## config.mk

```make
export PLATFORM = sky130hd
export DESIGN_NAME = qss_cell
export DESIGN_NICKNAME = d
export VERILOG_FILES = /design/src/qss_pkg.sv /design/src/qss_cell.sv
export SDC_FILE = /design/constraint.sdc
export NUM_CORES = 1
export LEC_CHECK = 0
export BUFFER_PORTS_ARGS = -buffer_cell sky130_fd_sc_hd__buf_2
export CORE_MARGIN = 10
export CORE_UTILIZATION = 35
export CTS_BUF_LIST = sky130_fd_sc_hd__clkbuf_4 sky130_fd_sc_hd__clkbuf_8 sky130_fd_sc_hd__clkbuf_16
export CTS_CLUSTER_DIAMETER = 60
export DETAILED_ROUTE_END_ITERATION = 10
export HOLD_SLACK_MARGIN = 0.08
export PLACE_DENSITY = 0.7
export SETUP_SLACK_MARGIN = 0.5
export SLEW_MARGIN = 10
export SYNTH_ARGS = -nofsm -noshare
export SYNTH_HDL_FRONTEND = slang
export SYNTH_SLANG_ARGS = --single-unit
```

## constraint.sdc

```tcl
create_clock -name clk -period 4.7 [get_ports clk]
set_clock_uncertainty 0.1 [all_clocks]
set_input_delay 0.235 -clock clk [delete_from_list [all_inputs] [get_ports clk]]
set_output_delay 0.235 -clock clk [all_outputs]
set_load 0.02 [all_outputs]
```

## src/qss_pkg.sv

```systemverilog
// Shared types and constants for the insertion-chain sorter.
package qss_pkg;

    localparam int MAX_ITEMS = 64;
    localparam int VAL_W     = 32;
    localparam int CNT_W     = $clog2(MAX_ITEMS + 1);

    typedef logic signed [VAL_W-1:0] value_t;
    typedef logic [CNT_W-1:0]        count_t;

    typedef struct packed {
        logic insert;
        logic shift;
    } ctrl_t;

endpackage

```

## src/qss_cell.sv

```systemverilog
// One sorting cell: holds a value, makes room on insert, shifts down on drain.
module qss_cell
    import qss_pkg::*;
(
    input  logic   clk,
    input  ctrl_t  ctrl,
    input  logic   occupied,
    input  value_t ins_value,
    input  value_t left_value,
    input  logic   left_keep,
    input  value_t right_value,
    output value_t cell_value,
    output logic   keep
);

    value_t value_reg;
    value_t value_next;

    // ties stay put, so a new value lands after its equals
    assign keep       = occupied && !(value_reg > ins_value);
    assign cell_value = value_reg;

    always_comb
    begin
        value_next = value_reg;
        if (ctrl.insert)
        begin
            if (!keep)
            begin
                value_next = left_keep ? ins_value : left_value;
            end
        end
        else if (ctrl.shift)
        begin
            value_next = right_value;
        end
    end

    always_ff @(posedge clk)
    begin
        value_reg <= value_next;
    end

endmodule

```

==> reports/qor.txt, run 1 <==
Number of global-route vias before repair = 2542
Post-CTS Setup Bufs = 0
Crit-path cells = ha_1 > nand4_1 > nor4_2 > o21ai_2 > a31oi_4 > a2111oi_4 > o31ai_4 > buf_4
Htree depth = 2
CTS tree = built
CP required = 4.57 ns
R2r setup slk = 1.49 ns
Clk sink count = 32
Antenna-violating nets left = 0
YS warnings = 0
First-pass GRT wire length = 12100 um
FFs w/ async S/R, synth = 0%
Crit path kind = flop to flop
Post-synth EDFFs = 32
Drt drc = 0
Final setup viols = 0
WP data arrival = 3.08 ns
Status = finished, final reports clean
CTS resizes = 0
Pin count of the biggest net entering global routing = 36
Routability cong. = 0.809
Final min period = 3.21 ns
Worst stage delay on the critical path = 0.74 ns
Worst setup startpoint = cell_value[14]
GR Overflow Total = 0
Core Rows = 30
Yosys cell types = 28
Syn Std Cell Area = 0.00251 mm2
Root Driver = clkbuf_8
Clock-pin slew on the worst setup and hold paths = 0.07 ns
RR Startpoint = cell_value[14]
Drt total wl = 7440 um
Number of iterations in the first detailed-routing pass = 4
# port buffers = 133
Chip height = 105 um
Post-synth top cells = a21oi_1 (42), inv_1 (34), nor2_1 (34)
CP Capture Point = cell_value[0]
Die width = 105 um
Top cells by area, synth = edfxtp_1 (38%), ha_1 (16%), mux2i_1 (13%)
HPWL after DPL = 6350 um
Core area = 0.00687 mm2
Worst Setup Start Kind = flop
Worst-path fanout max = 17
Unrepaired setup endpoints after global routing = no
Ratio of cells with drive above 1 in the final layout = 38.3%
Finished Core Util = 48.9%
Die area = 0.0110 mm2
Leak = 0.00173 uW
Worst-Margin Slew = 0.980 ns
Synthesized instance count = 260
Starting DRC count in detailed routing = 70
Hold Crit Class = input port to flop
Max Slew Vio Count = 0
Max-cap viol count = 0
Syn_area_per_cell = 9.66 um2
CTS hold repair buffers = 0
Number of top-level pins = 134
Clk buf depth = 2
Total track usage = 13.3%
Mapped Nets = 393
Worst setup EP type = flop
Worst-case reg-to-reg path depth = 8
Routed vias/inst = 4.72
Reg-to-Reg End = cell_value[0]
Yosys reg bits = 32
Hold Violations, Final = 0
Fmax = 0.312 GHz
Initial core utilization = 36.6%
Register area share after synthesis = 38.3%
Synth top area share = 38.3%
Skew-Pair Late Insertion Delay = 0.28 ns
Max IR drop VDD = 0.128 mV
Most common cell in the netlist = a21oi_1
Layout net count = 524
Largest register FFs = 32
Top FF cell, synth = edfxtp_1
Biggest area consumer among synthesized cells = edfxtp_1
Slowest library cell on the worst path = o31ai_4
Initial antenna violation count = 0
Power per cell area = 265 mW/mm2
Area growth, synth to finish = 33.7%
Via count = 2301
WL per Instance = 15.2 um
Final worst-path cycle share = 68.3%
Setup_tns = 0 ns
Rel. slew slack = 34.7%
Antenna diodes = 0
CTS Buf Count = 5
-- power breakdown --
group / total, uW / switching [uW] / internal (uW)
combinational: 309 / 182 / 128
sequential: 375 / 16.3 / 359
clock: 206 / 105 / 100
total: 890 / 304 / 587
-- cell usage in the layout, fill, tap and decap left out, types with 2 or more instances in the layout --
cell        n
a21oi_2     2
o21ai_0     5
nand2b_1    2
o211a_1     2
nand4_1     7
nor4_2      2
a21o_1      3
mux2i_1    32
edfxtp_1   32
clkinv_2    2
buf_2     133
clkbuf_8    5
nor2_1     34
nand3_1     2
a21oi_1    42
inv_1      34
ha_1       32
buf_4       2
nand2_1     7
-- layer usage --
layer | GRT usage [%] | wire (um) | vias to the layer above | share of wire (%)
met2 | 22.6 | 3580 | 89 | 48
li1 | - | - | 1197 | -
met4 | 2.94 | 40 | 0 | 0.54
met1 | 15.7 | 3280 | 1011 | 44
met3 | 4.73 | 540 | 4 | 7.3
met5 | 0 | 0 | - | 0
-- metrics by stage --
| step | power [uW] | std cells | instance area, um2 | hold WS [ns] | worst slack, ns |
|---|---|---|---|---|---|
| after global placement | 689 | 480 | 3280 | 0.456 | 1.55 |
| after floorplan | 573 | 260 | 2510 | 0.361 | 1.03 |
| final | 890 | 488 | 3360 | 0.168 | 1.49 |
| after CTS | 904 | 488 | 3360 | 0.156 | 1.40 |
| after global routing | 955 | 488 | 3360 | 0.172 | 1.21 |
| after detailed placement | 697 | 480 | 3280 | 0.454 | 1.41 |
-- worst min-delay path by stage --
| stage | end | slack (ns) | cells after the start | startpoint |
|---|---|---|---|---|
| floorplan | cell_value[0] | 0.36 | 2 | right_value[0] |
| global placement | cell_value[7] | 0.46 | 3 | right_value[7] |
| detailed placement | cell_value[4] | 0.45 | 3 | right_value[4] |
| CTS | cell_value[4] | 0.16 | 3 | right_value[4] |
| global route | cell_value[16] | 0.17 | 3 | right_value[16] |
| finish | cell_value[4] | 0.17 | 3 | right_value[4] |
-- cell families (layout without fill, tap and decap cells) --
logic type | count (synthesis) | count (layout) | synth area share [%]
mux | 32 | 32 | 12.8
fa+ha+maj | 32 | 32 | 15.9
compound gates | 63 | 63 | 15.9
buf+inv | 45 | 177 | 6.88
flops | 32 | 32 | 38.3
simple gates | 56 | 56 | 10.2
-- worst max-delay path, delay by kind of cell (launching register included) --
kind / cells / cell delay [ns]
flip-flops: 1 / 0.39
adder cells (fa/ha/maj): 1 / 0.31
AO/OA/AOI/OAI: 4 / 1.14
buffers and inverters: 1 / 0.38
AND/OR/NAND/NOR: 2 / 0.56
-- layout make-up --
class	count	area [um2]
Tap cell	96	120
Fill cell	691	3510
Timing Repair Buffer	135	681
Clock inverter	3	13.8
Inverter	34	128
Sequential cell	32	961
Clock buffer	5	68.8
Multi-Input combinational cell	183	1390
Power figures use the tool's default switching activity.
==> run 2, diff against run 1 <==
PLACE_DENSITY = 0.72   (was 0.7)
clock period = 2.8 ns   (was 4.7 ns; I/O delays follow)
==> run 2 against run 1 <==
Utilization is 6.6 points higher. Cell count is 4.7% higher. Global-route usage is 0.66 points higher. Sequential cell count stayed put. Critical endpoint is now cell_value[24]. Routed wire length is 11% higher. First-iteration DRC count is 44% lower. Non-clock buffer count is 23 higher. Via count is 5.0% higher. Clock power is 67% higher.
==> reports/qor.txt, run 2 (synthesized netlist as in run 1, its figures left out) <==
Most frequent cells in the layout = buf_2 (132), a21oi_1 (39), inv_1 (34) (was buf_2 (133), a21oi_1 (42), inv_1 (34), nor2_1 (34))
Clock-pin slew on the worst setup and hold paths = 0.07 ns (about the same)
Layout net count = 547 (was 524)
Clk sink count = 32 (unchanged)
Worst-case reg-to-reg path depth = 9 (was 8)
Switching Fraction = 34.2% (was 34.1%)
Antenna-violating nets left = 0 (unchanged)
CTS Buf Count = 5 (unchanged)
Combinational power share = 39.6% (was 34.8%)
Initial core utilization = 36.6% (unchanged)
Worst-Margin Slew = 0.567 ns (was 0.980 ns)
Htree depth = 2 (unchanged)
Finished Core Util = 55.5% (was 48.9%)
Die area = 0.0110 mm2 (unchanged)
CTS tree = built (unchanged)
Routability cong. = 0.797 (was 0.809)
Total track usage = 14.0% (was 13.3%)
Worst Setup Start Kind = flop (unchanged)
Via count = 2417 (was 2301)
# port buffers = 133 (unchanged)
Max-cap viol count = 0 (unchanged)
Core area = 0.00687 mm2 (unchanged)
Hold Crit Class = input port to flop (unchanged)
Starting DRC count in detailed routing = 39 (was 70)
CP required = 2.71 ns (was 4.57 ns)
Max Slew Vio Count = 0 (unchanged)
Routed vias/inst = 4.73 (was 4.72)
Pin count of the biggest net entering global routing = 57 (was 36)
Total Power = 1630 uW (was 890 uW)
Seq pwr share = 39.2% (was 42.1%)
Antenna diodes = 0 (unchanged)
Hold path depth = 3 (unchanged)
Skew-Pair Late Insertion Delay = 0.28 ns (about the same)
Rel. slew slack = 62.2% (was 34.7%)
Drt total wl = 8290 um (was 7440 um)
Power per cell area = 427 mW/mm2 (was 265 mW/mm2)
Placed instance area = 0.00333 mm2 (was 0.00328 mm2)
Fmax = 0.387 GHz (was 0.312 GHz)
Status = finished, final reports clean (unchanged)
GR Overflow Total = 0 (unchanged)
HPWL after DPL = 6450 um (was 6350 um)
Leak = 0.00189 uW (was 0.00173 uW)
Hold_ws = 0.0821 ns (was 0.168 ns)
Initial antenna violation count = 0 (unchanged)
Area growth, synth to finish = 51.9% (was 33.7%)
Core Rows = 30 (unchanged)
Crit path kind = flop to flop (unchanged)
Worst setup EP type = flop (unchanged)
Chip height = 105 um (unchanged)
Largest register FFs = 32 (unchanged)
P_sw = 557 uW (was 304 uW)
Final setup viols = 0 (unchanged)
Max IR drop VDD = 0.303 mV (was 0.128 mV)
Hold Violations, Final = 0 (unchanged)
Final min period = 2.58 ns (was 3.21 ns)
Setup_tns = 0 ns (unchanged)
Root Driver = clkbuf_8 (unchanged)
Worst-path fanout max = 5 (was 17)
Unrepaired setup endpoints after global routing = yes (was no)
Clock network fraction of total power = 21.2% (was 23.1%)
Drt drc = 0 (unchanged)
Die width = 105 um (unchanged)
WP data arrival = 2.49 ns (was 3.08 ns)
Finished Cell Area = 0.00381 mm2 (was 0.00336 mm2)
Number of global-route vias before repair = 2613 (was 2542)
Number of iterations in the first detailed-routing pass = 4 (unchanged)
Clk buf depth = 2 (unchanged)
First-pass GRT wire length = 12500 um (was 12100 um)
WL per Instance = 16.2 um (was 15.2 um)
Ratio of cells with drive above 1 in the final layout = 43.1% (was 38.3%)
Internal = 1070 uW (was 587 uW)
Final worst-path cycle share = 92.2% (was 68.3%)
Number of top-level pins = 134 (unchanged)
Leading cell type in the layout, fill and taps excluded = buf_2 (unchanged)
[run 2: cell types whose count changed in the layout (fill, tap and decap cells not counted), moves of 2 or more]
cell | before | now
buf_4 | 2 | 7
nor4_4 | 0 | 2
o21ai_1 | 1 | 4
dlygate4sd3_1 | 0 | 11
ha_1 | 32 | 22
buf_6 | 0 | 4
o21ai_0 | 5 | 2
ha_4 | 0 | 10
a21oi_1 | 42 | 39
a21oi_2 | 2 | 5
nor4_2 | 2 | 0
[run 2: layer usage]
layer | vias to the layer above | track usage, % | wire length, um
li1 | 1244 | - | -
met1 | 1079 | 15.3 | 3380
met2 | 85 | 25.2 | 4230
met3 | 9 | 5.04 | 608
met4 | 0 | 3.04 | 74
met5 | - | 0 | 0
[run 2: worst paths after layout]
check / slack, ns / startpoint / end
worst max-delay path: 0.22 / cell_value[25] / cell_value[24]
worst min-delay path: 0.08 / right_value[26] / cell_value[26]
worst max register to register: 0.22 / cell_value[25] / cell_value[24]
worst min register to register: 1.15 / cell_value[30] / cell_value[3]
[run 2: critical path, cell delays in order, from the launching register on]
cell	delay, ns
edfxtp_1	0.45
ha_4	0.31
nand4_1	0.17
nor4_4	0.37
nor2_2	0.09
a31oi_4	0.17
a2111oi_4	0.06
o31ai_4	0.26
buf_6	0.18
clkbuf_16	0.15
[run 2: power by group through the flow]
stage | clock network, uW | logic [uW] | registers [uW]
2_1_floorplan | 0 | 260 | 714
5_1_grt | 371 | 710 | 646
3_3_place_gp | 0 | 531 | 638
6_report | 345 | 645 | 639
3_5_place_dp | 0 | 542 | 644
4_1_cts | 350 | 611 | 635
[run 2: per-stage QoR]
stage          instances  setup WS [ns]
2_1_floorplan        260         -0.257
3_3_place_gp         482          0.247
3_5_place_dp         482          0.169
4_1_cts              508          0.226
5_1_grt              511          0.126
6_report             511          0.219
[run 2: layout make-up]
type	count	area (um2)
Clock buffer	5	68.8
Multi-Input combinational cell	183	1570
Inverter	34	128
Sequential cell	32	961
Timing Repair Buffer	158	956
Clock inverter	3	13.8
Fill cell	649	3060
Tap cell	96	120
[run 2: repair_timing]
action	4_1_cts	5_1_grt
gates cloned	2	1
hold endpoints to repair	11	0
pin swaps	11	4
endpoints found under the setup margin	33	33
resized for setup	20	12
setup buffers	5	2
hold buffers	11	0
